$ cat config.mk
export PLATFORM = sky130hd
export DESIGN_NAME = vga_vertical_timing_calc_unit
export DESIGN_NICKNAME = d
export VERILOG_FILES = /design/src/hw/rtl/vvtc_pkg.sv /design/src/hw/rtl/vga_vertical_timing_calc_unit.sv
export SDC_FILE = /design/constraint.sdc
export NUM_CORES = 1
export LEC_CHECK = 0
export ABC_CLOCK_PERIOD_IN_PS = 8800
export BUFFER_PORTS_ARGS = -buffer_cell sky130_fd_sc_hd__clkbuf_2
export CORE_ASPECT_RATIO = 1.5
export CORE_MARGIN = 1.5
export CORE_UTILIZATION = 52
export DETAILED_ROUTE_END_ITERATION = 6
export HOLD_SLACK_MARGIN = 0.02
export PLACE_DENSITY = 0.76
export SYNTH_ARGS = -nofsm -noshare
export SYNTH_HDL_FRONTEND = slang
export SYNTH_SLANG_ARGS = --single-unit
$ cat constraint.sdc
create_clock -name clk -period 8.8 [get_ports clk]
set_clock_uncertainty 0.05 [all_clocks]
set_input_delay 0.44 -clock clk [delete_from_list [all_inputs] [get_ports clk]]
set_output_delay 0.44 -clock clk [all_outputs]
set_load 0.01 [all_outputs]
$ cat src/hw/rtl/vvtc_pkg.sv
// Package for the vertical timing calculator: constants, codes and sequencer states.
package vvtc_pkg;

  localparam int unsigned DvdW  = 25;  // pixel clock dividend width
  localparam int unsigned DivW  = 18;  // htotal * 8 * rate divisor width
  localparam int unsigned ProdW = 15;  // htotal * rate product width
  localparam int unsigned CntW  = 5;   // division step counter width

  localparam logic [DvdW-1:0] ClkLow  = 25'd25175000;
  localparam logic [DvdW-1:0] ClkHigh = 25'd28322000;

  localparam logic [7:0]  ClkSelMask = 8'h0C;
  localparam logic [7:0]  RateMin    = 8'd50;
  localparam logic [7:0]  RateMax    = 8'd120;
  localparam logic [7:0]  RateReset  = 8'd60;
  localparam logic [7:0]  HtotalAdj  = 8'd5;
  localparam logic [10:0] VtMargin   = 11'd13;
  localparam logic [10:0] VsOffset   = 11'd3;
  localparam logic [10:0] VeOffset   = 11'd2;
  localparam logic [9:0]  VtAdj      = 10'd2;
  localparam logic [7:0]  OvfVtMask  = 8'h21;
  localparam logic [7:0]  OvfVsMask  = 8'h84;
  localparam logic [7:0]  VreKeep    = 8'h70;  // 0x7F & 0xF0
  localparam logic [CntW-1:0] DivSteps = CntW'(DvdW - 1);

  typedef enum logic [1:0] {
    STATUS_OK   = 2'd0,
    STATUS_HOST = 2'd1,
    STATUS_BAD  = 2'd2
  } status_t;

  typedef enum logic {
    CFG_EMULATED_ADAPTER = 1'b0,
    CFG_LINEAR_FB_ACTIVE = 1'b1
  } cfg_idx_t;

  typedef enum logic [1:0] {
    ST_IDLE,
    ST_DIVIDE,
    ST_FINISH
  } state_t;

endpackage

$ cat src/hw/rtl/vga_vertical_timing_calc_unit.sv
// Top level: VGA vertical timing calculator with a single restoring divider.
//
//  channel | direction | handshake             | payload
//  in_     | input     | in_valid / in_stall   | rate_hz, misc_byte, htotal_byte, vde_low_byte,
//          |           |                       | overflow_byte, retrace_end_byte
//  out_    | output    | out_valid / out_stall | status, write_regs, vtotal_out, overflow_out,
//          |           |                       | vstart_out, vend_out, current_rate
//  cfg_    | input     | cfg_we                | cfg_index, cfg_wdata
//
// A computed request runs 25 steps of the radix-2 divider (one quotient bit per cycle)
// in ST_DIVIDE, then forms and registers its result in ST_FINISH and returns to idle. A
// rejected rate or a host-timed request goes from idle straight to ST_FINISH. in_stall is
// high while an item is in flight. The result register holds until taken; a finished item
// waits in the last step while the previous result is still stalled. Reset is synchronous
// and sets the stored rate to 60.
module vga_vertical_timing_calc_unit (
  input  logic       clk,
  input  logic       rst_n,
  input  logic       cfg_we,
  input  logic       cfg_index,
  input  logic       cfg_wdata,
  input  logic       in_valid,
  output logic       in_stall,
  input  logic [7:0] in_rate_hz,
  input  logic [7:0] in_misc_byte,
  input  logic [7:0] in_htotal_byte,
  input  logic [7:0] in_vde_low_byte,
  input  logic [7:0] in_overflow_byte,
  input  logic [7:0] in_retrace_end_byte,
  output logic       out_valid,
  input  logic       out_stall,
  output logic [1:0] out_status,
  output logic       out_write_regs,
  output logic [7:0] out_vtotal_out,
  output logic [7:0] out_overflow_out,
  output logic [7:0] out_vstart_out,
  output logic [7:0] out_vend_out,
  output logic [7:0] out_current_rate
);

  vvtc_pkg::state_t state_r, state_nxt;

  logic emulated_r, linear_fb_r;
  logic [7:0] stored_rate_r;

  logic bad_r, host_r;
  logic [7:0] rate_r, ovf_r, vde_low_r, vre_r;
  logic [vvtc_pkg::DivW-1:0] div_r;
  logic [vvtc_pkg::DvdW-1:0] dvd_r;
  logic [vvtc_pkg::DivW-1:0] rem_r;
  logic [vvtc_pkg::CntW-1:0] cnt_r;

  logic out_valid_r, out_wr_r;
  logic [1:0] out_status_r;
  logic [7:0] out_vt_r, out_ov_r, out_vs_r, out_ve_r, out_rate_r;

  logic in_xfer, load_out, div_step, div_last;

  logic rate_ok, host_now;
  logic [8:0] ht_now;
  logic [16:0] prod_now;

  // Sequencer control
  assign in_xfer  = in_valid && (state_r == vvtc_pkg::ST_IDLE);
  assign div_last = (cnt_r == '0);

  always_comb begin
    state_nxt = state_r;
    unique case (state_r)
      vvtc_pkg::ST_IDLE: begin
        if (in_valid) begin
          if (rate_ok && !host_now) state_nxt = vvtc_pkg::ST_DIVIDE;
          else state_nxt = vvtc_pkg::ST_FINISH;
        end
      end
      vvtc_pkg::ST_DIVIDE: begin
        if (div_last) state_nxt = vvtc_pkg::ST_FINISH;
      end
      vvtc_pkg::ST_FINISH: begin
        if (!out_valid_r || !out_stall) state_nxt = vvtc_pkg::ST_IDLE;
      end
      default: state_nxt = vvtc_pkg::ST_IDLE;
    endcase
  end

  always_comb begin
    in_stall = 1'b1;
    div_step = 1'b0;
    load_out = 1'b0;
    unique case (state_r)
      vvtc_pkg::ST_IDLE:   in_stall = 1'b0;
      vvtc_pkg::ST_DIVIDE: div_step = 1'b1;
      vvtc_pkg::ST_FINISH: load_out = !out_valid_r || !out_stall;
      default: in_stall = 1'b1;
    endcase
  end

  // Request classification at transfer
  assign rate_ok  = (in_rate_hz >= vvtc_pkg::RateMin) && (in_rate_hz <= vvtc_pkg::RateMax);
  assign host_now = emulated_r && linear_fb_r;
  assign ht_now   = {1'b0, in_htotal_byte} + {1'b0, vvtc_pkg::HtotalAdj};
  assign prod_now = ht_now * in_rate_hz;

  // One restoring division step
  logic [vvtc_pkg::DivW:0] partial, diff;
  assign partial = {rem_r, dvd_r[vvtc_pkg::DvdW-1]};
  assign diff    = partial - {1'b0, div_r};

  // Result formation from the quotient
  logic [10:0] vde, vs, ve, vt_min;
  logic [9:0]  vt;
  logic        fit, calc_ok;
  logic [7:0]  ov_new;
  vvtc_pkg::status_t status_now;

  assign vde    = {1'b0, ovf_r[6], ovf_r[1], vde_low_r} + 11'd1;
  assign vs     = vde + vvtc_pkg::VsOffset;
  assign ve     = vs + vvtc_pkg::VeOffset;
  assign vt_min = vde + vvtc_pkg::VtMargin;
  assign fit    = (dvd_r[vvtc_pkg::DvdW-1:10] == '0) && (dvd_r[10:0] >= vt_min)
                  && (ve < dvd_r[10:0]);
  assign calc_ok = !bad_r && !host_r && fit;
  assign vt      = dvd_r[9:0] - vvtc_pkg::VtAdj;
  assign ov_new  = (ovf_r & ~(vvtc_pkg::OvfVtMask | vvtc_pkg::OvfVsMask))
                   | {vs[9], 1'b0, vt[9], 2'b00, vs[8], 1'b0, vt[8]};

  always_comb begin
    priority if (bad_r) status_now = vvtc_pkg::STATUS_BAD;
    else if (host_r)    status_now = vvtc_pkg::STATUS_HOST;
    else if (fit)       status_now = vvtc_pkg::STATUS_OK;
    else                status_now = vvtc_pkg::STATUS_BAD;
  end

  // Control registers
  always_ff @(posedge clk) begin
    if (!rst_n) begin
      state_r       <= vvtc_pkg::ST_IDLE;
      emulated_r    <= 1'b0;
      linear_fb_r   <= 1'b0;
      stored_rate_r <= vvtc_pkg::RateReset;
      out_valid_r   <= 1'b0;
    end else begin
      state_r <= state_nxt;
      if (cfg_we) begin
        unique case (vvtc_pkg::cfg_idx_t'(cfg_index))
          vvtc_pkg::CFG_EMULATED_ADAPTER: emulated_r  <= cfg_wdata;
          vvtc_pkg::CFG_LINEAR_FB_ACTIVE: linear_fb_r <= cfg_wdata;
          default: ;
        endcase
      end
      if (load_out && (host_r || calc_ok) && !bad_r) stored_rate_r <= rate_r;
      if (load_out) out_valid_r <= 1'b1;
      else if (!out_stall) out_valid_r <= 1'b0;
    end
  end

  // Datapath registers
  always_ff @(posedge clk) begin
    if (in_xfer) begin
      bad_r     <= !rate_ok;
      host_r    <= rate_ok && host_now;
      rate_r    <= in_rate_hz;
      ovf_r     <= in_overflow_byte;
      vde_low_r <= in_vde_low_byte;
      vre_r     <= in_retrace_end_byte;
      div_r     <= {prod_now[vvtc_pkg::ProdW-1:0], 3'b000};
      dvd_r     <= ((in_misc_byte & vvtc_pkg::ClkSelMask) == '0) ? vvtc_pkg::ClkLow
                                                                  : vvtc_pkg::ClkHigh;
      rem_r     <= '0;
      cnt_r     <= vvtc_pkg::DivSteps;
    end else if (div_step) begin
      rem_r <= diff[vvtc_pkg::DivW] ? partial[vvtc_pkg::DivW-1:0] : diff[vvtc_pkg::DivW-1:0];
      dvd_r <= {dvd_r[vvtc_pkg::DvdW-2:0], ~diff[vvtc_pkg::DivW]};
      cnt_r <= cnt_r - 1'b1;
    end
    if (load_out) begin
      out_status_r <= status_now;
      out_wr_r     <= calc_ok;
      out_vt_r     <= calc_ok ? vt[7:0] : 8'h00;
      out_ov_r     <= calc_ok ? ov_new : 8'h00;
      out_vs_r     <= calc_ok ? vs[7:0] : 8'h00;
      out_ve_r     <= calc_ok ? ((vre_r & vvtc_pkg::VreKeep) | {4'h0, ve[3:0]}) : 8'h00;
      out_rate_r   <= ((host_r || calc_ok) && !bad_r) ? rate_r : stored_rate_r;
    end
  end

  assign out_valid        = out_valid_r;
  assign out_status       = out_status_r;
  assign out_write_regs   = out_wr_r;
  assign out_vtotal_out   = out_vt_r;
  assign out_overflow_out = out_ov_r;
  assign out_vstart_out   = out_vs_r;
  assign out_vend_out     = out_ve_r;
  assign out_current_rate = out_rate_r;

endmodule

==> results of run 1 <==
==> kinds of logic after synthesis <==
family / Yosys count
and+or+nand+nor: 318
AOI/OAI and AO/OA: 158
buffers and inverters: 149
DFF: 142
adders and majority gates: 116
xor gates and xnor gates: 67
muxes: 21
other: 1
==> power breakdown <==
part	switching, mW	internal, mW
clock network	0.282	0.533
registers	0.0387	0.830
logic	0.482	0.358
total	0.803	1.72
==> worst paths after layout <==
path	end	cells after the start
max	out_vend_out[2]$_SDFFCE_PN0P_	14
min	ovf_r[3]$_DFFE_PP_	1
max reg2reg	out_vend_out[2]$_SDFFCE_PN0P_	14
min reg2reg	rem_r[1]$_SDFFE_PP0P_	2
==> stage by stage <==
step	instance area, um^2	util, %
after global placement	10500	56.4
after global routing	11100	60.0
after CTS	11100	60.0
after floorplan	9820	-
final	11100	60.0
after detailed placement	10500	56.4
==> state kept, by name, summed over array words and instances, names as in the netlist, 4 cells and up <==
register,cells
out_vstart_out,8
rate_r,8
stored_rate_r,8
out_vend_out,6
dvd_r,25
out_vtotal_out,8
ovf_r,4
rem_r,18
cnt_r,5
div_r,15
out_overflow_out,8
out_current_rate,8
vde_low_r,8
==> routing by layer <==
layer  vias up  global-route usage, %  part of all wire, %  wire (um)
li1       3481                      -                    -          -
met1      3431                   22.0                   38       7470
met2       174                   40.3                   55      11000
met3        57                   3.91                  3.1        618
met4         0                   10.7                  3.7        734
met5         -                      0                    0          0
==> critical path, stage by stage (launching register included) <==
cell and delay [ns]:
sky130_fd_sc_hd__edfxtp_1 0.66, sky130_fd_sc_hd__ha_1 0.59, sky130_fd_sc_hd__and3_1 0.33, sky130_fd_sc_hd__nor2_1 0.07
sky130_fd_sc_hd__a2bb2oi_1 0.12, sky130_fd_sc_hd__o21ai_0 0.53, sky130_fd_sc_hd__xor2_1 0.15, sky130_fd_sc_hd__ha_1 0.33
sky130_fd_sc_hd__a21o_1 0.16, sky130_fd_sc_hd__a211oi_1 0.23, sky130_fd_sc_hd__o31ai_1 0.15, sky130_fd_sc_hd__a221oi_2 0.57
sky130_fd_sc_hd__or3_1 0.70, sky130_fd_sc_hd__inv_1 0.36, sky130_fd_sc_hd__and2_1 0.26
==> cell type report <==
cell class	count	area (um^2)	share of cell area [%]
clock buffer	18	429	3.86
clock inverter	13	239	2.15
inverter	115	432	3.88
multi-input combinational	681	5350	48.1
sequential	142	3900	35.1
tap	252	315	2.83
timing repair buffer	89	460	4.14
==> cells in the final DEF (no fill, tap or decap), drive strengths merged, types with 7 or more instances in the layout <==
| master | instances |
|---|---|
| a21oi | 32 |
| o21a | 13 |
| inv | 117 |
| nor2b | 23 |
| nor3 | 15 |
| fa | 42 |
| o211ai | 9 |
| nand2b | 13 |
| and2 | 54 |
| clkbuf | 101 |
| xor2 | 26 |
| mux2 | 11 |
| ha | 74 |
| o21ai | 37 |
| a21o | 18 |
| nor2 | 58 |
| edfxtp | 106 |
| xnor2 | 41 |
| dfxtp | 36 |
| nand4 | 9 |
| nand3 | 36 |
| mux2i | 10 |
| a211o | 7 |
| nand2 | 77 |
==> results.txt, run 1 <==
The run finished with clean final reports. The logs give 0.000227 V for the worst voltage drop across the vdd grid and 3.04 ns for the setup slack after placement. For the worst setup path, the data required time is 8.93 ns. Relative to the synthesized area, the layout overhead comes to 13.3%.

The shortest period the worst path allows is 5.53 ns. The most common cell in the synthesized netlist is sky130_fd_sc_hd__inv_1. The multiplexer area fraction after synthesis was 2.28%. By area, the combinational part of the netlist is dominated by adder cells. The finished layout holds 1310 standard cells, fillers aside. Horizontal extent of the die: 115 um.

The count of buffers added on input and output ports is 83. The final count of hold timing violations is 0, and the worst hold slack across all endpoints is 0.135 ns. After synthesis, the cell types taking the most area are sky130_fd_sc_hd__edfxtp_1 (32%), sky130_fd_sc_hd__ha_1 (9.4%), sky130_fd_sc_hd__fa_1 (8.6%), sky130_fd_sc_hd__dfxtp_1 (7.3%), sky130_fd_sc_hd__inv_1 (4.4%). The launch point of the worst hold path was in_overflow_byte[3]. When the netlist entered floorplanning its net count stood at 1143. Setup slack on the critical path of the routed design comes to 3.27 ns. The tools report the via count of the first global-routing pass as 7148.

The tree built by TritonCTS fans out to 142 sinks. Cell taking the most area after synthesis: sky130_fd_sc_hd__edfxtp_1. The maximum clock path buffer count is 2. The pin count of the biggest net entering global routing is 57, and the vertical extent of the die is 171 um. Clock-pin slew was measured on the worst setup and hold paths at 0.06 ns. For the initial DRC count, the log shows 361. The xor/xnor cell area share of the yosys netlist was 6.24%. The leading register cell type out of synthesis is sky130_fd_sc_hd__edfxtp_1. The tools report the category of the worst setup path launch point as a flop. Setup violations remaining at the end of the flow were counted as 0.

The detailed router placed 7143 vias in this run. The adder-cell share of the synthesized area was 18.0%; the register-to-register setup slack was 3.27 ns. The clock tree synthesis step divided the H-tree into 4 levels. In this run the critical register-to-register path is launched from vde_low_r[0]$_DFFE_PP_. The net count of the finished layout is 1217. The number of placed instances with taps included was 1279. The combined global-route utilization of all metal layers was 21.2%; the clock insertion delay at the later pin of the skew report was 0.43 ns. After technology mapping, the gate count stands at 972.

The number of synthesized flops with an enable pin was 106. Counting distinct cell types in the post-synthesis netlist gives 70. The detail route stage leaves a number of antenna-violating nets equal to 0. The critical path is of the flop to flop type.

Global routing finished with a remaining overflow of 0. Setup repair after global routing left no endpoint under its margin. The first global-routing pass estimated 32600 um of wire. In this run the tightest slew margin relative to its limit is 30.6%. After detailed routing, the number of vias per cell comes to 5.45. Type of the worst min-delay path: input port to flop. The max-slew violation count is 0, and the final wirelength is 19800 um. The floorplan step defined a die boundary enclosing 19700 um^2. The share of the synthesized area in the top cell type was 32.4%; the transition at the pin with the smallest max-transition slack was 1.04 ns. The routed length per instance was 15.1 um; the number of standard-cell rows in the floorplan was 61. The first detailed-routing pass took 5 iterations. Launching instance or port of the critical path: vde_low_r[0]$_DFFE_PP_. For this run, design rule violations remaining after detail routing come to 0.

In the final layout, the share of cells above drive strength 1 is 14.4%. Netlist area before placement: 9820 um^2. After routing, the total negative slack on setup checks comes to 0 ns.

The critical path data arrival time is 5.65 ns, and the total power divided by cell area is 227 nW/um^2. The simple logic cell fraction of the synthesized area is 16.9%. The run gives 0 as the post-CTS setup repair buffer count.

For this design, the CTS-stage hold fixing added 0 buffers. The number of gates resized after CTS was 0. The congestion estimate from routability-driven global placement came to 0.896.

During I/O placement, the number of pins put on the boundary was 100. Averaged over all synthesized cells, the footprint is 10.1 um^2. The number of storage elements in the synthesis netlist is 142. The design draws 2.52 mW. The share of synthesized flip-flops with an asynchronous set or reset came out at 0%.

TritonCTS created 17 clock buffers. TritonCTS built the clock tree. The part of the cycle the worst path needs is 62.8%. The synthesized-area fraction occupied by ao, oa, aoi and oai cells was 10.9%. Sorting the synthesized cells by how often they occur yields sky130_fd_sc_hd__inv_1 (114), sky130_fd_sc_hd__edfxtp_1 (106), sky130_fd_sc_hd__nand2_1 (76), sky130_fd_sc_hd__ha_1 (74), sky130_fd_sc_hd__nor2_1 (58).

Summed over all cells, the static leakage comes to 4.79 nW. After synthesis, flip-flops and latches occupy 39.8% of the total area. The maximum fanout encountered on the critical timing path was 19; the effective utilization at floorplan was 52.9%.

Static timing analysis puts the maximum clock frequency at 181 MHz. The tool flagged a number of max-cap violations equal to 0. The number of antenna violations at the first check in global routing was 0. The root buffer cell was sky130_fd_sc_hd__clkbuf_16. For the number of inserted filler cells in the final layout, the log shows 1528.

0 antenna diodes ended up in the layout. Detailed placement ended at an HPWL of 14800 um. In this run the standard cell core region covers 18500 um^2. For this run, the number of Yosys warnings is 0.

The critical path endpoint category is a flop.
No activity file was read; power rests on OpenSTA's default activity.
==> run 2, diff against run 1 <==
--- a/config.mk
+++ b/config.mk
@@ -5,14 +5,14 @@
 export SDC_FILE = /design/constraint.sdc
 export NUM_CORES = 1
 export LEC_CHECK = 0
-export ABC_CLOCK_PERIOD_IN_PS = 8800
+export ABC_CLOCK_PERIOD_IN_PS = 4900
 export BUFFER_PORTS_ARGS = -buffer_cell sky130_fd_sc_hd__clkbuf_2
 export CORE_ASPECT_RATIO = 1.5
 export CORE_MARGIN = 1.5
 export CORE_UTILIZATION = 52
 export DETAILED_ROUTE_END_ITERATION = 6
 export HOLD_SLACK_MARGIN = 0.02
-export PLACE_DENSITY = 0.76
+export PLACE_DENSITY = 0.78
 export SYNTH_ARGS = -nofsm -noshare
 export SYNTH_HDL_FRONTEND = slang
 export SYNTH_SLANG_ARGS = --single-unit
==> constraint.sdc (replaced) <==
create_clock -name clk -period 4.9 [get_ports clk]
set_clock_uncertainty 0.05 [all_clocks]
set_input_delay 0.245 -clock clk [delete_from_list [all_inputs] [get_ports clk]]
set_output_delay 0.245 -clock clk [all_outputs]
set_load 0.01 [all_outputs]
==> run 2 against run 1 <==
Highest routed layer unchanged. Flip-flop and latch count stayed put. Setup slack worse by 3.0 ns. Clock power is 53% higher. Via count is 4.4% higher. Combinational power is 100% higher. First-iteration DRC count is 5.8% higher. Design area is 2.8% higher. Fmax is 19% higher.
==> results.txt, run 2 (synthesized netlist as in run 1, its figures left out) <==
Number of I/O port buffers: 83 (unchanged). The clock sink total is 142 (unchanged), and the critical path data arrival time is 4.78 ns (was 5.65 ns). The run gives 100 (unchanged) as the number of I/O pins. The remaining number of nets flagged by the antenna check after routing was 0 (unchanged). The via density per instance was 5.49 (was 5.45); the detailed placement HPWL was 15700 um (was 14800 um). The path length in cells of the critical path was 14 (unchanged); the net total in the final layout was 1265 (was 1217). The number of standard-cell rows in the floorplan is 61 (unchanged), and the horizontal extent of the die is 115 um (unchanged). The routed length per instance came out at 15.7 um (was 15.1 um). The run finished with clean final reports. The logs give 1483 (was 1528) for the number of inserted filler cells in the final layout and 52.9% (unchanged) for the effective utilization at floorplan.

The capturing point of the worst reg2reg path is out_overflow_out[1]$_SDFFCE_PN0P_ (was out_vend_out[2]$_SDFFCE_PN0P_). The via count of the first global-routing pass was 7504 (was 7148); the final design area excluding fillers was 11400 um^2 (was 11100 um^2). The worst path required time was 5.03 ns (was 8.93 ns). The tools report the category of the worst setup path launch point as a flop (unchanged). The count of max-cap constraint violations is 0 (unchanged), and the initial DRC count is 382 (was 361). The tools report the slack of the critical path as 0.245 ns (was 3.27 ns). Path depth of the worst reg2reg path: 14 (unchanged). For the number of antenna violations at the first check in global routing, the log shows 0 (unchanged).

The final wirelength was 21300 um (was 19800 um); the share of the core filled with cells was 61.7% (was 60.0%). The clock insertion delay at the later pin of the skew report is 0.43 ns (about the same). The root buffer cell was sky130_fd_sc_hd__clkbuf_16 (unchanged). Setup repair after global routing left no endpoint under its margin. The tools report the total area of multi-input combinational cells as 5360 um^2 (was 5350 um^2). Origin of the critical flop-to-flop path: vde_low_r[3]$_DFFE_PP_ (was vde_low_r[0]$_DFFE_PP_). The worst path buffer plus inverter count is 1 (unchanged), and the max-slew violation count is 0 (unchanged). The register with the highest flop count was dvd_r (unchanged). Crit-path cells: nand3_1 -> nor2_1 -> xor2_1 -> and3_1 -> xor2_1 -> ha_1 -> nand3_1 -> nor2_1 -> a211oi_1 -> o31ai_1 -> a221oi_2 -> or3_1 -> inv_1 -> and2_1 (was ha_1 -> and3_1 -> nor2_1 -> a2bb2oi_1 -> o21ai_0 -> xor2_1 -> ha_1 -> a21o_1 -> a211oi_1 -> o31ai_1 -> a221oi_2 -> or3_1 -> inv_1 -> and2_1). The total placed instance area was 10700 um^2 (was 10500 um^2).

The leakage power summed over all cells was 4.97 nW (was 4.79 nW); the detailed-route DRC error count was 0 (unchanged). The tools report the register-to-register setup slack as 0.25 ns (was 3.27 ns). The area of the die came out at 19700 um^2 (unchanged).

The post-CTS clock slew at the launch and capture registers of the worst setup and hold paths came out at 0.07 ns (was 0.06 ns). The run gives 0.939 (was 0.896) as the placer congestion estimate. The part of the cycle the worst path needs was 95.0% (was 62.8%). The number of flip-flops in the largest register works out to 25 (unchanged).

Class of the most critical setup path: flop to flop (unchanged). The logs give 0 ns (unchanged) for the summed negative setup slack over all endpoints and 34.4% (about the same) for the proportion of power drawn by flip-flops and latches. The type of the worst min-delay path was input port to flop (unchanged). The clock buffer count from CTS was 17 (unchanged); the post-layout total power was 4.53 mW (was 2.52 mW). Biggest regs: dvd_r: 25 flops, rem_r: 18 flops, div_r: 15 flops (unchanged). Launching instance or port of the critical path: vde_low_r[3]$_DFFE_PP_ (was vde_low_r[0]$_DFFE_PP_). The share of total power in the clock network was 27.6% (was 32.3%). The global route total overflow is 0 (unchanged). The wire length of the first global-routing pass was 34200 um (was 32600 um); the fraction of power consumed by combinational cells was 38.0% (was 33.3%).

The pin count of the biggest net entering global routing was 56 (was 57). Commonest non-fill, non-tap cells in the layout: sky130_fd_sc_hd__inv_1 (114), sky130_fd_sc_hd__edfxtp_1 (106), sky130_fd_sc_hd__clkbuf_2 (83), sky130_fd_sc_hd__nand2_1 (76), sky130_fd_sc_hd__ha_1 (74) (unchanged). The vertical extent of the die was 171 um (unchanged); the number of antenna repair diodes was 0 (unchanged). The proportion of layout cells with a drive suffix above 1 is 16.8% (was 14.4%), and the worst voltage drop across the vdd grid is 0.000419 V (was 0.000227 V). The maximum clock path buffer count was 2 (unchanged). The most common cell after layout, fill and taps aside is sky130_fd_sc_hd__inv_1 (unchanged). The run gives 1311 (was 1279) as the number of placed instances with taps included. The maximum fanout encountered on the critical timing path works out to 17 (was 19).

The cell with the biggest individual delay on the critical path is sky130_fd_sc_hd__edfxtp_1 (was sky130_fd_sc_hd__or3_1). TritonCTS built the clock tree. The transition at the pin with the smallest max-transition slack is 0.742 ns (was 1.04 ns).

The total power divided by cell area was 395 nW/um^2 (was 227 nW/um^2); the area growth from synthesis to final layout was 16.6% (was 13.3%). The final count of hold timing violations is 0 (unchanged), and the worst stage delay on the critical path is 0.72 ns (was 0.70 ns). The net switching component of the power came out at 1.57 mW (was 0.803 mW). The core box area came out at 18500 um^2 (unchanged). The run gives 2.96 mW (was 1.72 mW) as the internal portion of total power. Family with the most delay on the worst path: simple AND/OR/NAND/NOR gates (was compound AO/OA/AOI/OAI gates). The run gives 7456 (was 7143) as the total via count in the routed design.

The setup slack after placement is -0.145 ns (was 3.04 ns), and the total area of sequential cells is 3900 um^2 (unchanged). The final-report setup violation count was 0 (unchanged); the shortest period the worst path allows was 4.65 ns (was 5.53 ns). The number of cells in the finished layout apart from fillers is 1359 (was 1310), and the number of search-and-repair iterations in the first detailed-routing pass is 5 (unchanged). For the combined global-route utilization of all metal layers, the log shows 22.2% (was 21.2%).

The tools report the end of the critical path as out_overflow_out[1]$_SDFFCE_PN0P_ (was out_vend_out[2]$_SDFFCE_PN0P_). The H-tree depth reported by CTS was 4 (unchanged); the highest attainable clock frequency was 215 MHz (was 181 MHz). The run gives 0.0298 ns (was 0.135 ns) as the worst hold slack across all endpoints.

The proportion of total power due to net switching is 34.6% (was 31.8%). The normalized max-slew margin is 49.3% (was 30.6%). The tools report the critical path endpoint category as a flop (unchanged).
==> run 2: how the worst min path moves through the flow <==
| stage | from | to | slack [ns] | cells after the start |
|---|---|---|---|---|
| after detailed placement | in_vde_low_byte[7] | vde_low_r[7]$_DFFE_PP_ | 0.37 | 1 |
| after global routing | cfg_we | linear_fb_r$_SDFFE_PN0P_ | 0.03 | 3 |
| after CTS | cfg_index | linear_fb_r$_SDFFE_PN0P_ | 0.02 | 3 |
| after global placement | in_vde_low_byte[0] | vde_low_r[0]$_DFFE_PP_ | 0.37 | 1 |
| final | cfg_index | linear_fb_r$_SDFFE_PN0P_ | 0.03 | 3 |
| after floorplan | in_overflow_byte[1] | ovf_r[1]$_DFFE_PP_ | 0.29 | 0 |
==> run 2: repair_timing <==
item	CTS	global route
setup endpoints to repair	0	9
hold endpoints to repair	16	0
setup buffers	0	0
hold buffers	16	0
resized for setup	0	2
==> run 2: cell type report <==
| cell class | instances | share of cell area, % |
|---|---|---|
| multi-input combinational | 681 | 46.9 |
| sequential | 142 | 34.1 |
| timing repair buffer | 137 | 7.52 |
| inverter | 115 | 3.77 |
| clock buffer | 18 | 3.75 |
| tap | 252 | 2.76 |
| clock inverter | 14 | 1.22 |
==> run 2: power by group through the flow <==
stage	logic [mW]	clock network, mW	registers, mW
detailed placement	1.70	0	1.58
global placement	1.66	0	1.58
finish	1.72	1.25	1.56
floorplan	1.19	0	1.57
global route	1.94	1.30	1.57
CTS	1.73	1.26	1.56
==> run 2: per-layer routing <==
metal / track usage [%] / wire, um / vias up
met2: 42.8 / 11900 / 194
met4: 12.1 / 977 / 0
met5: 0 / 0 / -
li1: - / - / 3581
met1: 22.3 / 7750 / 3616
met3: 3.74 / 625 / 65
==> run 2: worst register-to-register path: stages (launching register included) <==
cell,delay (ns)
sky130_fd_sc_hd__edfxtp_1,0.72
sky130_fd_sc_hd__nand3_1,0.38
sky130_fd_sc_hd__nor2_1,0.29
sky130_fd_sc_hd__xor2_1,0.31
sky130_fd_sc_hd__and3_1,0.25
sky130_fd_sc_hd__xor2_1,0.17
sky130_fd_sc_hd__ha_1,0.26
sky130_fd_sc_hd__nand3_1,0.10
sky130_fd_sc_hd__nor2_1,0.06
sky130_fd_sc_hd__a211oi_1,0.24
sky130_fd_sc_hd__o31ai_1,0.19
sky130_fd_sc_hd__a221oi_2,0.66
sky130_fd_sc_hd__or3_1,0.31
sky130_fd_sc_hd__inv_1,0.20
sky130_fd_sc_hd__and2_1,0.22
==> run 3, diff against run 2 <==
--- a/config.mk
+++ b/config.mk
@@ -13,6 +13,7 @@
 export DETAILED_ROUTE_END_ITERATION = 6
 export HOLD_SLACK_MARGIN = 0.02
 export PLACE_DENSITY = 0.78
+export SETUP_SLACK_MARGIN = 0.5
 export SYNTH_ARGS = -nofsm -noshare
 export SYNTH_HDL_FRONTEND = slang
 export SYNTH_SLANG_ARGS = --single-unit
==> run 3 against run 2 <==
Fmax is 8.4% higher. Utilization up 1.4 points. Critical path depth rose by 4. Final cell count unchanged. Non-clock buffer count stayed put. Setup slack improved by 0.36 ns. First-iteration DRC count decreased by 4.5%. Wire length increased by 0.93%. Combinational power is 2% higher. Sequential power about the same. Global-route usage increased by 0.35 points. Clock power barely moved. Critical endpoint is now div_r[17]$_DFFE_PP_. Highest routed layer unchanged.
==> results.txt, run 3 (synthesized netlist as in run 1, its figures left out) <==
Wire length of the first global-routing pass: 34600 um (was 34200 um). The shortest period the worst path allows came out at 4.30 ns (was 4.65 ns). The final count of hold timing violations is 0 (unchanged).

Origin of the critical flop-to-flop path: vde_low_r[0]$_DFFE_PP_ (was vde_low_r[3]$_DFFE_PP_). The launch point of the worst hold path is cfg_wdata (was cfg_index). Launching instance or port of the critical path: in_htotal_byte[0] (was vde_low_r[3]$_DFFE_PP_). The post-CTS clock slew at the launch and capture registers of the worst setup and hold paths is 0.07 ns (about the same), and the post-layout total power is 4.56 mW (was 4.53 mW). The run gives 0 (unchanged) as the final-report setup violation count. Total via count in the routed design: 7434 (was 7456).

The worst stage delay on the critical path is 0.55 ns (was 0.72 ns). The total power divided by cell area is 390 nW/um^2 (was 395 nW/um^2), and the number of I/O pins is 100 (unchanged). The worst path buffer plus inverter count came out at 4 (was 1). The area of the die was 19700 um^2 (unchanged); the part of the cycle the worst path needs was 87.7% (was 95.0%). Setup repair after global routing could not meet its margin everywhere. TritonCTS built the clock tree.

The tools report the count of max-cap constraint violations as 0 (unchanged). The final design area excluding fillers is 11700 um^2 (was 11400 um^2). The transition at the pin with the smallest max-transition slack is 0.996 ns (was 0.742 ns), and the share of the core filled with cells is 63.1% (was 61.7%). The logs give 22.5% (was 22.3%) for the met1 demand-to-capacity share in global routing and 233 MHz (was 215 MHz) for the highest attainable clock frequency. Crit-path cells: buf_2 -> ha_4 -> o21ai_4 -> xor2_4 -> buf_4 -> nor2b_1 -> fa_1 -> fa_1 -> fa_1 -> inv_1 -> fa_1 -> inv_1 -> ha_1 -> a21o_1 -> a41oi_2 -> o21a_1 -> o21ai_1 -> xnor2_1 (was nand3_1 -> nor2_1 -> xor2_1 -> and3_1 -> xor2_1 -> ha_1 -> nand3_1 -> nor2_1 -> a211oi_1 -> o31ai_1 -> a221oi_2 -> or3_1 -> inv_1 -> and2_1). The tools report the detailed-route DRC error count as 0 (unchanged). Category of the worst setup path launch point: an input port (was a flop). The clock sink total is 142 (unchanged), and the routing usage on met3 is 3.38% (was 3.74%).

The logs give 5.02 ns (was 5.03 ns) for the worst path required time and 0 (unchanged) for the number of antenna violations at the first check in global routing. The tools report the total placed instance area as 10700 um^2 (about the same). The area growth from synthesis to final layout was 19.2% (was 16.6%). For the maximum clock path buffer count, the log shows 2 (unchanged). The flow ran to the end, and the final reports show no timing, DRC or antenna violations. The net total in the final layout was 1265 (unchanged); the number of antenna repair diodes was 0 (unchanged). The number of I/O port buffers was 83 (unchanged). The busiest metal layer after global routing is met2 (unchanged). Leakage power summed over all cells: 5.00 nW (was 4.97 nW).

The tools report the critical path data arrival time as 4.41 ns (was 4.78 ns). The number of flip-flops in the largest register is 25 (unchanged), and the H-tree depth reported by CTS is 4 (unchanged). The most common cell after layout, fill and taps aside is sky130_fd_sc_hd__inv_1 (unchanged). The global route total overflow is 0 (unchanged). The slack of the critical path was 0.605 ns (was 0.245 ns).

The tools report the max-slew violation count as 0 (unchanged). The dominant cell type by count on the critical path is sky130_fd_sc_hd__fa_1. The run gives 22.6% (was 22.2%) as the combined global-route utilization of all metal layers. The maximum fanout encountered on the critical timing path is 4 (was 17), and the normalized max-slew margin is 33.5% (was 49.3%). The number of search-and-repair iterations in the first detailed-routing pass came out at 5 (unchanged). The effective utilization at floorplan is 52.9% (unchanged).

The tools report the final wirelength as 21500 um (was 21300 um). The core box area was 18500 um^2 (unchanged). The root buffer cell is sky130_fd_sc_hd__clkbuf_16 (unchanged). The register-to-register setup slack came out at 0.64 ns (was 0.25 ns). The via density per instance is 5.47 (was 5.49). For the number of standard-cell rows in the floorplan, the log shows 61 (unchanged). The detailed placement HPWL was 15800 um (was 15700 um); the pin count of the biggest net entering global routing was 56 (unchanged). The tools report the met2 track utilization from global routing as 43.7% (was 42.8%). The register with the highest flop count was dvd_r (unchanged). Cell with the biggest individual delay on the critical path: sky130_fd_sc_hd__fa_1 (was sky130_fd_sc_hd__edfxtp_1).

The number of inserted filler cells in the final layout was 1482 (was 1483); the initial DRC count was 365 (was 382). Biggest regs: dvd_r: 25 flops, rem_r: 18 flops, div_r: 15 flops (unchanged). The family with the most delay on the worst path was adder cells (was simple AND/OR/NAND/NOR gates). Vertical extent of the die: 171 um (unchanged). The horizontal extent of the die came out at 115 um (unchanged).

Commonest non-fill, non-tap cells in the layout: sky130_fd_sc_hd__inv_1 (109), sky130_fd_sc_hd__edfxtp_1 (106), sky130_fd_sc_hd__clkbuf_2 (78), sky130_fd_sc_hd__nand2_1 (75), sky130_fd_sc_hd__ha_1 (68) (was sky130_fd_sc_hd__inv_1 (114), sky130_fd_sc_hd__edfxtp_1 (106), sky130_fd_sc_hd__clkbuf_2 (83), sky130_fd_sc_hd__nand2_1 (76), sky130_fd_sc_hd__ha_1 (74)). The type of the worst min-delay path is input port to flop (unchanged). The routed length per instance was 15.8 um (was 15.7 um). The placer congestion estimate was 0.899 (was 0.939).

For the summed negative setup slack over all endpoints, the log shows 0 ns (unchanged). The worst voltage drop across the vdd grid is 0.000462 V (was 0.000419 V). The proportion of layout cells with a drive suffix above 1 was 20.1% (was 16.8%); the setup slack after placement was 0.0178 ns (was -0.145 ns). For the remaining number of nets flagged by the antenna check after routing, the log shows 0 (unchanged).

The via count of the first global-routing pass is 7508 (was 7504). Critical path endpoint category: a flop (unchanged). The clock buffer count from CTS came out at 17 (unchanged). Class of the most critical setup path: input port to flop (was flop to flop). For the clock insertion delay at the later pin of the skew report, the log shows 0.43 ns (about the same).
==> run 3: cell count changes in the layout (fill, tap and decap cells not counted), sizes merged <==
cell	before	now
buf	38	44
clkbuf	101	95
clkinvlp	0	2
clkinv	5	4
dlygate4sd3	16	15
==> run 3: cell type report <==
class	count	area (um^2)	area share [%]
repair buffers	137	861	7.36
inverters	115	432	3.69
flip-flops and latches	142	3900	33.4
multi-input cells	681	5620	48.0
well taps	252	315	2.69
clock buffers	17	425	3.64
clock inverters	15	150	1.28
==> run 3: per-layer routing <==
| metal | vias up | routed length [um] |
|---|---|---|
| li1 | 3576 | - |
| met1 | 3604 | 7770 |
| met3 | 65 | 662 |
| met5 | - | 0 |
| met2 | 189 | 12100 |
| met4 | 0 | 969 |
==> run 3: tightest hold or removal path: cells and delay by family <==
kind                   cells  cell delay, ns
buffers and inverters      1            0.11
muxes                      1            0.06
and+or+nand+nor            1            0.07
==> run 3: what timing repair did <==
action | 4_1_cts | 5_1_grt
hold endpoints to repair | 15 | 0
buffers inserted | 8 | 8
gates resized for setup | 11 | 28
setup endpoints to repair | 44 | 43
pin swaps | 3 | 19
hold buffers | 15 | 0
==> run 3: power by group <==
part / leakage [nW] / internal, mW / switching, mW / total (mW)
registers: 1.33 / 1.49 / 0.0690 / 1.56
clock network: 0.278 / 0.676 / 0.569 / 1.24
logic: 3.39 / 0.787 / 0.971 / 1.76
total: 5.00 / 2.95 / 1.61 / 4.56
==> run 3: path summary, 6_finish.rpt <==
check / cells after the start / to
min reg2reg: 2 / stored_rate_r[6]$_SDFFE_PN0P_
max: 18 / div_r[17]$_DFFE_PP_
min: 3 / emulated_r$_SDFFE_PN0P_
max reg2reg: 15 / out_current_rate[4]$_DFFE_PP_
==> run 3: metrics by stage <==
step | std cells | hold WS, ns
2_1_floorplan | 972 | 0.294
4_1_cts | 1351 | 0.0327
5_1_grt | 1359 | 0.0583
3_3_place_gp | 1296 | 0.372
6_report | 1359 | 0.0425
3_5_place_dp | 1296 | 0.374
